### src/rtl/core/cla_pkg.sv
// ============================================================================
// cla_pkg: shared types and constants of the console line assembler
// Holds the line store geometry, status codes, character codes and the
// structs that travel between the front, the command queue and the back.
// ============================================================================
package cla_pkg;

   // Line store geometry
   localparam int MAX_LINE = 63;
   localparam int IDX_W    = 6;
   localparam int CAP_W    = 7;
   localparam logic [CAP_W-1:0] CAP_RESET = 7'd64;

   // Command queue geometry
   localparam int QUEUE_DEPTH = 2;
   localparam int QPTR_W      = $clog2(QUEUE_DEPTH);
   localparam int QCNT_W      = $clog2(QUEUE_DEPTH + 1);

   // Input operation codes
   localparam logic OP_DATA = 1'b0;
   localparam logic OP_EOF  = 1'b1;

   // Status codes carried on the last result of a run
   localparam logic [1:0] ST_READY   = 2'd0;
   localparam logic [1:0] ST_TRUNC   = 2'd1;
   localparam logic [1:0] ST_INVALID = 2'd2;
   localparam logic [1:0] ST_EOF     = 2'd3;

   // Character codes
   localparam logic [7:0] CHAR_CR  = 8'h0D;
   localparam logic [7:0] CHAR_LF  = 8'h0A;
   localparam logic [7:0] CHAR_NUL = 8'h00;

   // One line command from front to back
   typedef struct packed {
      logic [1:0]       status;
      logic [IDX_W-1:0] length;
   } cmd_type;

   // Line store write port driven by the front
   typedef struct packed {
      logic             en;
      logic [IDX_W-1:0] addr;
      logic [7:0]       data;
   } store_wr_type;

endpackage

### src/rtl/core/cla_front.sv
// ============================================================================
// cla_front: input classification of the console line assembler
// Accepts input transactions, tracks line state and flags, writes line bytes
// to the store and queues one command per finished line, or at end of file and on each transaction after it.
// ============================================================================
module cla_front (
   input  logic                        clock,
   input  logic                        reset,
   input  logic                        csr_wr_en,
   input  logic [cla_pkg::CAP_W-1:0]   csr_wr_data,
   input  logic                        req_valid,
   output logic                        req_ready,
   input  logic                        req_op,
   input  logic [7:0]                  req_data_byte,
   input  logic                        q_full,
   output logic                        q_push,
   output cla_pkg::cmd_type            q_cmd,
   output cla_pkg::store_wr_type       store_wr,
   input  logic                        line_done
);

   logic [cla_pkg::CAP_W-1:0] cap_ff;
   logic [cla_pkg::IDX_W-1:0] fill_ff, fill_in;
   logic                      ovf_ff, ovf_in;
   logic                      bad_ff, bad_in;
   logic                      skip_ff, skip_in;
   logic                      ended_ff, ended_in;
   logic                      pend_ff, pend_in;
   logic                      accept;
   logic                      pending;
   cla_pkg::cmd_type          fin_cmd;

   // Stall while the queue is full or a ready line is still being read out of the store
   assign req_ready = !q_full && !pend_ff;
   assign accept    = req_valid && req_ready;
   assign pending   = (fill_ff != '0) || ovf_ff || bad_ff;

   // Work out the status of the line that would end now
   always_comb begin
      fin_cmd.length = '0;
      if (bad_ff) begin
         fin_cmd.status = cla_pkg::ST_INVALID;
      end else if (ovf_ff || ({1'b0, fill_ff} >= cap_ff)) begin
         fin_cmd.status = cla_pkg::ST_TRUNC;
      end else begin
         fin_cmd.status = cla_pkg::ST_READY;
         fin_cmd.length = fill_ff;
      end
   end

   // Classify the accepted transaction
   always_comb begin
      fill_in       = fill_ff;
      ovf_in        = ovf_ff;
      bad_in        = bad_ff;
      skip_in       = skip_ff;
      ended_in      = ended_ff;
      pend_in       = pend_ff && !line_done;
      q_push        = 1'b0;
      q_cmd.status  = cla_pkg::ST_EOF;
      q_cmd.length  = '0;
      store_wr.en   = 1'b0;
      store_wr.addr = fill_ff;
      store_wr.data = req_data_byte;
      if (accept) begin
         if (ended_ff) begin
            q_push = 1'b1;
         end else if (req_op == cla_pkg::OP_EOF) begin
            ended_in = 1'b1;
            skip_in  = 1'b0;
            q_push   = 1'b1;
            if (pending) begin
               q_cmd   = fin_cmd;
               pend_in = (fin_cmd.status == cla_pkg::ST_READY);
               fill_in = '0;
               ovf_in  = 1'b0;
               bad_in  = 1'b0;
            end
         end else if (skip_ff && req_data_byte == cla_pkg::CHAR_LF) begin
            skip_in = 1'b0;
         end else if (req_data_byte == cla_pkg::CHAR_CR ||
                      req_data_byte == cla_pkg::CHAR_LF) begin
            q_push  = 1'b1;
            q_cmd   = fin_cmd;
            pend_in = (fin_cmd.status == cla_pkg::ST_READY);
            fill_in = '0;
            ovf_in  = 1'b0;
            bad_in  = 1'b0;
            skip_in = (req_data_byte == cla_pkg::CHAR_CR);
         end else begin
            skip_in = 1'b0;
            if (req_data_byte == cla_pkg::CHAR_NUL) begin
               bad_in = 1'b1;
            end else if (!bad_ff && !ovf_ff) begin
               if (fill_ff == cla_pkg::IDX_W'(cla_pkg::MAX_LINE)) begin
                  ovf_in = 1'b1;
               end else begin
                  store_wr.en = 1'b1;
                  fill_in     = fill_ff + 1'b1;
               end
            end
         end
      end
   end

   // Hold capacity register
   always_ff @(posedge clock) begin
      if (reset) begin
         cap_ff <= cla_pkg::CAP_RESET;
      end else if (csr_wr_en) begin
         cap_ff <= csr_wr_data;
      end
   end

   // Advance line state
   always_ff @(posedge clock) begin
      if (reset) begin
         fill_ff  <= '0;
         ovf_ff   <= 1'b0;
         bad_ff   <= 1'b0;
         skip_ff  <= 1'b0;
         ended_ff <= 1'b0;
         pend_ff  <= 1'b0;
      end else begin
         fill_ff  <= fill_in;
         ovf_ff   <= ovf_in;
         bad_ff   <= bad_in;
         skip_ff  <= skip_in;
         ended_ff <= ended_in;
         pend_ff  <= pend_in;
      end
   end

endmodule

### src/rtl/core/cla_queue.sv
// ============================================================================
// cla_queue: command queue between front and back
// A short first-in first-out queue of line commands so that either side can
// stall without holding up the other.
// ============================================================================
module cla_queue (
   input  logic                clock,
   input  logic                reset,
   input  logic                push,
   input  cla_pkg::cmd_type    push_cmd,
   output logic                full,
   input  logic                pop,
   output logic                head_valid,
   output cla_pkg::cmd_type    head_cmd
);

   cla_pkg::cmd_type           entry_ff [cla_pkg::QUEUE_DEPTH];
   logic [cla_pkg::QPTR_W-1:0] wptr_ff, wptr_in;
   logic [cla_pkg::QPTR_W-1:0] rptr_ff, rptr_in;
   logic [cla_pkg::QCNT_W-1:0] count_ff, count_in;
   logic                       do_push;
   logic                       do_pop;

   assign full       = (count_ff == cla_pkg::QCNT_W'(cla_pkg::QUEUE_DEPTH));
   assign head_valid = (count_ff != '0);
   assign head_cmd   = entry_ff[rptr_ff];
   assign do_push    = push && !full;
   assign do_pop     = pop && head_valid;

   // Advance pointers with wrap at the queue depth
   always_comb begin
      wptr_in  = wptr_ff;
      rptr_in  = rptr_ff;
      count_in = count_ff;
      if (do_push) begin
         wptr_in = (wptr_ff == cla_pkg::QPTR_W'(cla_pkg::QUEUE_DEPTH - 1)) ? '0
                   : wptr_ff + 1'b1;
      end
      if (do_pop) begin
         rptr_in = (rptr_ff == cla_pkg::QPTR_W'(cla_pkg::QUEUE_DEPTH - 1)) ? '0
                   : rptr_ff + 1'b1;
      end
      if (do_push && !do_pop) begin
         count_in = count_ff + 1'b1;
      end else if (do_pop && !do_push) begin
         count_in = count_ff - 1'b1;
      end
   end

   always_ff @(posedge clock) begin
      if (reset) begin
         wptr_ff  <= '0;
         rptr_ff  <= '0;
         count_ff <= '0;
      end else begin
         wptr_ff  <= wptr_in;
         rptr_ff  <= rptr_in;
         count_ff <= count_in;
      end
   end

   // Store pushed command
   always_ff @(posedge clock) begin
      if (do_push) begin
         entry_ff[wptr_ff] <= push_cmd;
      end
   end

endmodule

### src/rtl/core/cla_back.sv
// ============================================================================
// cla_back: result generation of the console line assembler
// Owns the line store, takes commands from the queue and emits the result
// run of each: the line bytes of a ready line, then one status item.
// ============================================================================
module cla_back (
   input  logic                        clock,
   input  logic                        reset,
   input  cla_pkg::store_wr_type       store_wr,
   input  logic                        q_valid,
   input  cla_pkg::cmd_type            q_cmd,
   output logic                        q_pop,
   output logic                        line_done,
   output logic                        rsp_valid,
   input  logic                        rsp_ready,
   output logic [7:0]                  rsp_line_byte,
   output logic [1:0]                  rsp_status,
   output logic [cla_pkg::IDX_W-1:0]   rsp_line_length,
   output logic                        rsp_last
);

   localparam logic [1:0] S_IDLE  = 2'd0;
   localparam logic [1:0] S_BYTES = 2'd1;
   localparam logic [1:0] S_LAST  = 2'd2;

   logic [7:0]                line_store [cla_pkg::MAX_LINE];
   logic [7:0]                rd_data_ff;
   logic [cla_pkg::IDX_W-1:0] rd_addr;

   logic [1:0]                state_ff, state_in;
   logic [cla_pkg::IDX_W-1:0] idx_ff, idx_in;
   logic [cla_pkg::IDX_W-1:0] len_ff, len_in;
   logic                      out_valid_ff, out_valid_in;
   logic [7:0]                out_byte_ff, out_byte_in;
   logic [1:0]                out_status_ff, out_status_in;
   logic [cla_pkg::IDX_W-1:0] out_len_ff, out_len_in;
   logic                      out_last_ff, out_last_in;
   logic                      out_free;

   assign out_free        = !out_valid_ff || rsp_ready;
   assign rsp_valid       = out_valid_ff;
   assign rsp_line_byte   = out_byte_ff;
   assign rsp_status      = out_status_ff;
   assign rsp_line_length = out_len_ff;
   assign rsp_last        = out_last_ff;
   assign rd_addr         = idx_in;

   // Sequence the result run of the head command
   always_comb begin
      state_in      = state_ff;
      idx_in        = idx_ff;
      len_in        = len_ff;
      out_valid_in  = out_valid_ff && !rsp_ready;
      out_byte_in   = out_byte_ff;
      out_status_in = out_status_ff;
      out_len_in    = out_len_ff;
      out_last_in   = out_last_ff;
      q_pop         = 1'b0;
      line_done     = 1'b0;
      unique case (state_ff)
         S_IDLE: begin
            if (q_valid && out_free) begin
               q_pop = 1'b1;
               if (q_cmd.status == cla_pkg::ST_READY && q_cmd.length != '0) begin
                  idx_in   = '0;
                  len_in   = q_cmd.length;
                  state_in = S_BYTES;
               end else begin
                  out_valid_in  = 1'b1;
                  out_byte_in   = '0;
                  out_status_in = q_cmd.status;
                  out_len_in    = q_cmd.length;
                  out_last_in   = 1'b1;
                  line_done     = (q_cmd.status == cla_pkg::ST_READY);
               end
            end
         end
         S_BYTES: begin
            if (out_free) begin
               out_valid_in  = 1'b1;
               out_byte_in   = rd_data_ff;
               out_status_in = cla_pkg::ST_READY;
               out_len_in    = '0;
               out_last_in   = 1'b0;
               idx_in        = idx_ff + 1'b1;
               if (idx_in == len_ff) begin
                  state_in = S_LAST;
               end
            end
         end
         S_LAST: begin
            if (out_free) begin
               out_valid_in  = 1'b1;
               out_byte_in   = '0;
               out_status_in = cla_pkg::ST_READY;
               out_len_in    = len_ff;
               out_last_in   = 1'b1;
               line_done     = 1'b1;
               state_in      = S_IDLE;
            end
         end
         default: begin
            state_in = S_IDLE;
         end
      endcase
   end

   // Advance control state
   always_ff @(posedge clock) begin
      if (reset) begin
         state_ff     <= S_IDLE;
         out_valid_ff <= 1'b0;
      end else begin
         state_ff     <= state_in;
         out_valid_ff <= out_valid_in;
      end
   end

   // Hold payload registers
   always_ff @(posedge clock) begin
      idx_ff        <= idx_in;
      len_ff        <= len_in;
      out_byte_ff   <= out_byte_in;
      out_status_ff <= out_status_in;
      out_len_ff    <= out_len_in;
      out_last_ff   <= out_last_in;
   end

   // Write line store, read it one entry ahead of the output
   always_ff @(posedge clock) begin
      if (store_wr.en) begin
         line_store[store_wr.addr] <= store_wr.data;
      end
      rd_data_ff <= line_store[rd_addr];
   end

endmodule

### src/rtl/core/console_line_assembler_core.sv
// ============================================================================
// console_line_assembler_core: line assembly from a received byte stream
// Top level joining the input front, the command queue and the result back.
// ============================================================================
// Bytes go in one transaction each; CR or LF ends a line and an LF right
// after a CR is dropped. Each line gives a run of results on rsp_: for a ready
// line, its bytes one per cycle while rsp_ready holds and then a last item
// with status and length; for a truncated or invalid line, or end of file,
// one last item. A ready line of n bytes is read out of the line store at
// one byte per cycle while rsp_ready holds, and the front accepts no
// further item until that readout completes, as both share the single
// line store. A two-entry command queue lets the front keep accepting
// while the back waits on rsp_ready for status-only results. The
// capacity register (reset 64) may be written only while the block is idle.
module console_line_assembler_core (
   input  logic        clock,
   input  logic        reset,
   input  logic        csr_wr_en,
   input  logic [6:0]  csr_wr_data,
   input  logic        req_valid,
   output logic        req_ready,
   input  logic        req_op,
   input  logic [7:0]  req_data_byte,
   output logic        rsp_valid,
   input  logic        rsp_ready,
   output logic [7:0]  rsp_line_byte,
   output logic [1:0]  rsp_status,
   output logic [5:0]  rsp_line_length,
   output logic        rsp_last
);

   logic                  q_full;
   logic                  q_push;
   logic                  q_pop;
   logic                  q_valid;
   logic                  line_done;
   cla_pkg::cmd_type      push_cmd;
   cla_pkg::cmd_type      head_cmd;
   cla_pkg::store_wr_type store_wr;

   cla_front u_front (
      .clock         (clock),
      .reset         (reset),
      .csr_wr_en     (csr_wr_en),
      .csr_wr_data   (csr_wr_data),
      .req_valid     (req_valid),
      .req_ready     (req_ready),
      .req_op        (req_op),
      .req_data_byte (req_data_byte),
      .q_full        (q_full),
      .q_push        (q_push),
      .q_cmd         (push_cmd),
      .store_wr      (store_wr),
      .line_done     (line_done)
   );

   cla_queue u_queue (
      .clock      (clock),
      .reset      (reset),
      .push       (q_push),
      .push_cmd   (push_cmd),
      .full       (q_full),
      .pop        (q_pop),
      .head_valid (q_valid),
      .head_cmd   (head_cmd)
   );

   cla_back u_back (
      .clock           (clock),
      .reset           (reset),
      .store_wr        (store_wr),
      .q_valid         (q_valid),
      .q_cmd           (head_cmd),
      .q_pop           (q_pop),
      .line_done       (line_done),
      .rsp_valid       (rsp_valid),
      .rsp_ready       (rsp_ready),
      .rsp_line_byte   (rsp_line_byte),
      .rsp_status      (rsp_status),
      .rsp_line_length (rsp_line_length),
      .rsp_last        (rsp_last)
   );

endmodule
### config.mk
export PLATFORM = sky130hd
export DESIGN_NAME = console_line_assembler_core
export DESIGN_NICKNAME = d
export VERILOG_FILES = /design/src/rtl/core/cla_pkg.sv /design/src/rtl/core/cla_front.sv /design/src/rtl/core/cla_queue.sv /design/src/rtl/core/cla_back.sv /design/src/rtl/core/console_line_assembler_core.sv
export SDC_FILE = /design/constraint.sdc
export NUM_CORES = 1
export LEC_CHECK = 0
export BUFFER_PORTS_ARGS = -buffer_cell sky130_fd_sc_hd__clkbuf_2
export CAP_MARGIN = 20
export CELL_PAD_IN_SITES_DETAIL_PLACEMENT = 2
export CELL_PAD_IN_SITES_GLOBAL_PLACEMENT = 2
export CORE_MARGIN = 2
export CORE_UTILIZATION = 50
export CTS_BUF_LIST = sky130_fd_sc_hd__clkbuf_16
export DETAILED_ROUTE_END_ITERATION = 7
export GPL_TIMING_DRIVEN = 0
export HOLD_SLACK_MARGIN = 0.08
export PLACE_DENSITY = 0.92
export SYNTH_ARGS = -nofsm -noshare
export SYNTH_HDL_FRONTEND = slang
export SYNTH_SLANG_ARGS = --single-unit
### constraint.sdc
create_clock -name clock -period 4.83 [get_ports clock]
set_input_delay 0.2415 -clock clock [delete_from_list [all_inputs] [get_ports clock]]
set_output_delay 0.2415 -clock clock [all_outputs]
set_load 0.05 [all_outputs]
==> flow_metrics.env <==
export IMPL_status="finished, violations left"
export IMPL_violations="capacitance limit, slew limit, setup timing"
export IMPL_final_setup_skew_ps=45.6
export IMPL_cp_cell_sequence="or4_4 > or4_1 > a31oi_1 > nor3_4 > inv_2 > buf_2 > buf_2 > a2111oi_0 > o31ai_1 > nand4_1 > o221ai_2"
export IMPL_cts_tree="built"
export IMPL_routed_via_count=19300
export IMPL_synth_edf_count=543
export IMPL_cts_buffers=60
export IMPL_synthArstFlopShare=0
export IMPL_yosysSeqAreaShare=0.723
export IMPL_drt_total_wl_mm=125
export IMPL_slowest_stage="o31ai_1"
export IMPL_postLayoutSetupSlackWorst_ps=-790
export IMPL_worstSkewPairLatency_ps=690
export IMPL_layout_nets=1795
export IMPL_layout_cells_non_filler=2427
export IMPL_fp_dieW_um=222
export IMPL_yosys_most_used_dff="edfxtp_1"
export IMPL_hold_viol_final=0
export IMPL_cp_arrival_ps=6160
export IMPL_power_density_nw_per_um2=778
export IMPL_stdcell_area_sq_um=27000
export IMPL_report_final_slew_viol_count=9
export IMPL_grt_max_degree=68
export IMPL_seq_power_share=0.283
export IMPL_grt_overflow_total=0
export IMPL_syn_nets=1661
export IMPL_dp_cells=2280
export IMPL_slew_headroom=-0.122
export IMPL_io_pins=40
export IMPL_post_route_min_period_ps=5620
export IMPL_critPathRequiredTime_ps=5370
export IMPL_drive_above_1_share=0.160
export IMPL_drc_errors=0
export IMPL_htree_levels=2
export IMPL_ys_ff_latch=583
export IMPL_clockBufferDepth=3
export IMPL_cap_violations=1
export IMPL_rsz0062_at_grt="true"
export IMPL_dieHeight_um=222
export IMPL_pwr_share_clk=0.231
export IMPL_fin_util=0.580
export IMPL_cts_root_buf="clkbuf_16"
export IMPL_yosysWarnings=0
export IMPL_worstPathMaxFanout=10
export IMPL_p_int_w=0.0108
export IMPL_areaGrowthSynthToFinish_pct=14.2
export IMPL_via_per_inst=7.97
export IMPL_first_iter_violations=3330
export IMPL_worst_pin_slew_ps=1680
export IMPL_first_pass_iters=8
export IMPL_dp_slack_ps=-209
export IMPL_path_clk_slew_ps=80
export IMPL_r2r_slack_ps=-790
export IMPL_yosysTopAreaCellShare=0.689
export IMPL_p_switching_w=0.0103
export IMPL_tns_ps=-31060
export IMPL_wl_per_cell_um=51.4
export IMPL_peakVddDrop_mv=0.370
export IMPL_swShare=0.488
export IMPL_placed_area_sq_um=24800
export IMPL_grtUsageTotal=0.496
export IMPL_rows=79
export IMPL_endpoint_kind="register"
export IMPL_hold_path_class="in2reg"
export IMPL_netlist_area_sq_um=23700
export IMPL_synth_top_area_cell="edfxtp_1"
export IMPL_dpl_hpwl_mm=66.0
export IMPL_fmax_ghz=0.178
export IMPL_max_stage_delay_ps=1110
export IMPL_nFillCells=4015
export IMPL_routabilityCongestion=0.917
export IMPL_clock_sinks=583
export IMPL_core_area_sq_um=46700
export IMPL_syn_avg_cell_area_sq_um=14.6
export IMPL_ys_types=71
export IMPL_startpoint_type="register"
export IMPL_start_util=0.507
export IMPL_worstSetupPathType="reg2reg"
export IMPL_port_buffers=37
export IMPL_fin_crit_sh=1.16
export IMPL_setup_viol=252
export IMPL_grt_pass1_wl_mm=166
export IMPL_netlist_instances=1626
export IMPL_antenna_left=0
export IMPL_synthTopCellsByArea="edfxtp_1 69%, mux2i_1 3.5%, dfxtp_1 3.4%, nand2_1 3.1%, mux4_2 2.6%"
export IMPL_comb_power_share=0.486
export IMPL_path_common_cell="buf_2"
export IMPL_antenna_found_initial=13
export IMPL_grt_pass1_vias=19500
export IMPL_power_leakage_nw=9.21
export IMPL_die_area_sq_um=49100
==> routing by layer <==
metal  vias up  wire [um]  GRT usage
li1       6513          -          -
met1      9518      40100      0.571
met2      2382      53200      0.738
met3       926      17300      0.194
met4         8      14000      0.399
met5         -        157     0.0127
==> metrics by stage <==
step | hold WS (ps) | total power, W
final | 180 | 0.0210
after floorplan | 340 | 0.0106
after global routing | 219 | 0.0208
after global placement | 463 | 0.0134
after CTS | 124 | 0.0193
after detailed placement | 492 | 0.0143
==> power groups by stage <==
stage | clock (W) | sequential, W | combinational (W)
after floorplan | 0 | 0.00622 | 0.00440
after global placement | 0 | 0.00597 | 0.00746
after detailed placement | 0 | 0.00601 | 0.00828
after CTS | 0.00455 | 0.00591 | 0.00887
after global routing | 0.00489 | 0.00594 | 0.00997
final | 0.00486 | 0.00594 | 0.0102
==> final cells by class <==
class / instances / area (sq um) / area share
flip-flops and latches: 583 / 17100 / 0.633
plain buffers: 80 / 430 / 0.0159
multi-input cells: 934 / 6220 / 0.230
inverters: 28 / 105 / 0.00389
diodes: 11 / 27.5 / 0.00102
clock inverters: 50 / 285 / 0.0106
well taps: 607 / 759 / 0.0281
repair buffers: 73 / 578 / 0.0214
clock buffers: 61 / 1530 / 0.0565
==> worst paths after layout <==
kind / startpoint / to / cells past startpoint
setup / recovery: u_queue.entry_ff[0][3] / u_back.rd_data_ff[4] / 11
hold / removal: csr_wr_en / u_front.cap_ff[6] / 2
setup reg to reg: u_queue.entry_ff[0][3] / u_back.rd_data_ff[4] / 11
hold reg to reg: u_front.skip_ff / u_front.skip_ff / 2
==> synthesized netlist by cell type, types with 13 or more instances <==
cell type and n:
a22o_1 17, nand2_1 198, clkbuf_1 34, a221oi_1 13, a22oi_1 18, o21ai_0 18
ha_1 14, nor3_1 23, o22ai_1 23, nand3_1 45, mux4_2 27, and2_1 13
dfxtp_1 40, a211oi_1 18, inv_1 23, nor2_1 133, xnor2_1 13, mux2i_1 82
a21oi_1 111, mux2_2 20, edfxtp_1 543, buf_2 32, nand4_1 13
==> cell usage in the layout, fill, tap and decap left out, types with 20 or more instances in the layout <==
cell type / count
a21oi_1: 111
buf_2: 30
clkbuf_16: 61
clkbuf_2: 50
dfxtp_1: 40
edfxtp_1: 543
inv_1: 40
mux2_2: 20
mux2i_1: 82
mux4_2: 27
nand2_1: 198
nand3_1: 45
nor2_1: 121
nor3_1: 21
o22ai_1: 22
==> worst max-delay path: cells and delay by family (launching register included) <==
kind / cells / cell delay, ps
flops: 1 / 440
buf+inv: 3 / 1210
simple gates: 4 / 1750
compound gates: 4 / 2050
==> cell families after synthesis <==
group | after synthesis | synth area share
buffers and inverters | 109 | 0.0210
AO/OA/AOI/OAI | 297 | 0.0827
adder cells (fa/ha/maj) | 14 | 0.00740
multiplexers | 129 | 0.0699
XOR/XNOR | 19 | 0.00703
flip-flops | 583 | 0.723
AND/OR/NAND/NOR | 475 | 0.0893
==> flip-flops by register name, indices dropped and copies added (netlist names), named ones only <==
name and flops:
u_back.line_store 504, u_queue.entry_ff 16, u_back.rd_data_ff 8, u_back.rsp_line_byte 8
u_front.cap_ff 7, u_back.idx_ff 6, u_back.len_ff 6, u_back.rsp_line_length 6
u_front.fill_ff 6, u_back.rsp_status 2, u_back.state_ff 2, u_queue.count_ff 2
u_back.rsp_last 1, u_back.rsp_valid 1, u_front.bad_ff 1, u_front.ended_ff 1
u_front.ovf_ff 1, u_front.pend_ff 1, u_front.skip_ff 1, u_queue.rptr_ff 1
u_queue.wptr_ff 1
==> repair_timing <==
action,in CTS,in global routing
endpoints found under the setup margin,24,97
endpoints found under the hold margin,10,0
pin swaps,0,2
setup buffers,0,1
cloned,0,0
resized for setup,23,50
hold buffers,11,0
Power figures use the tool's default switching activity.
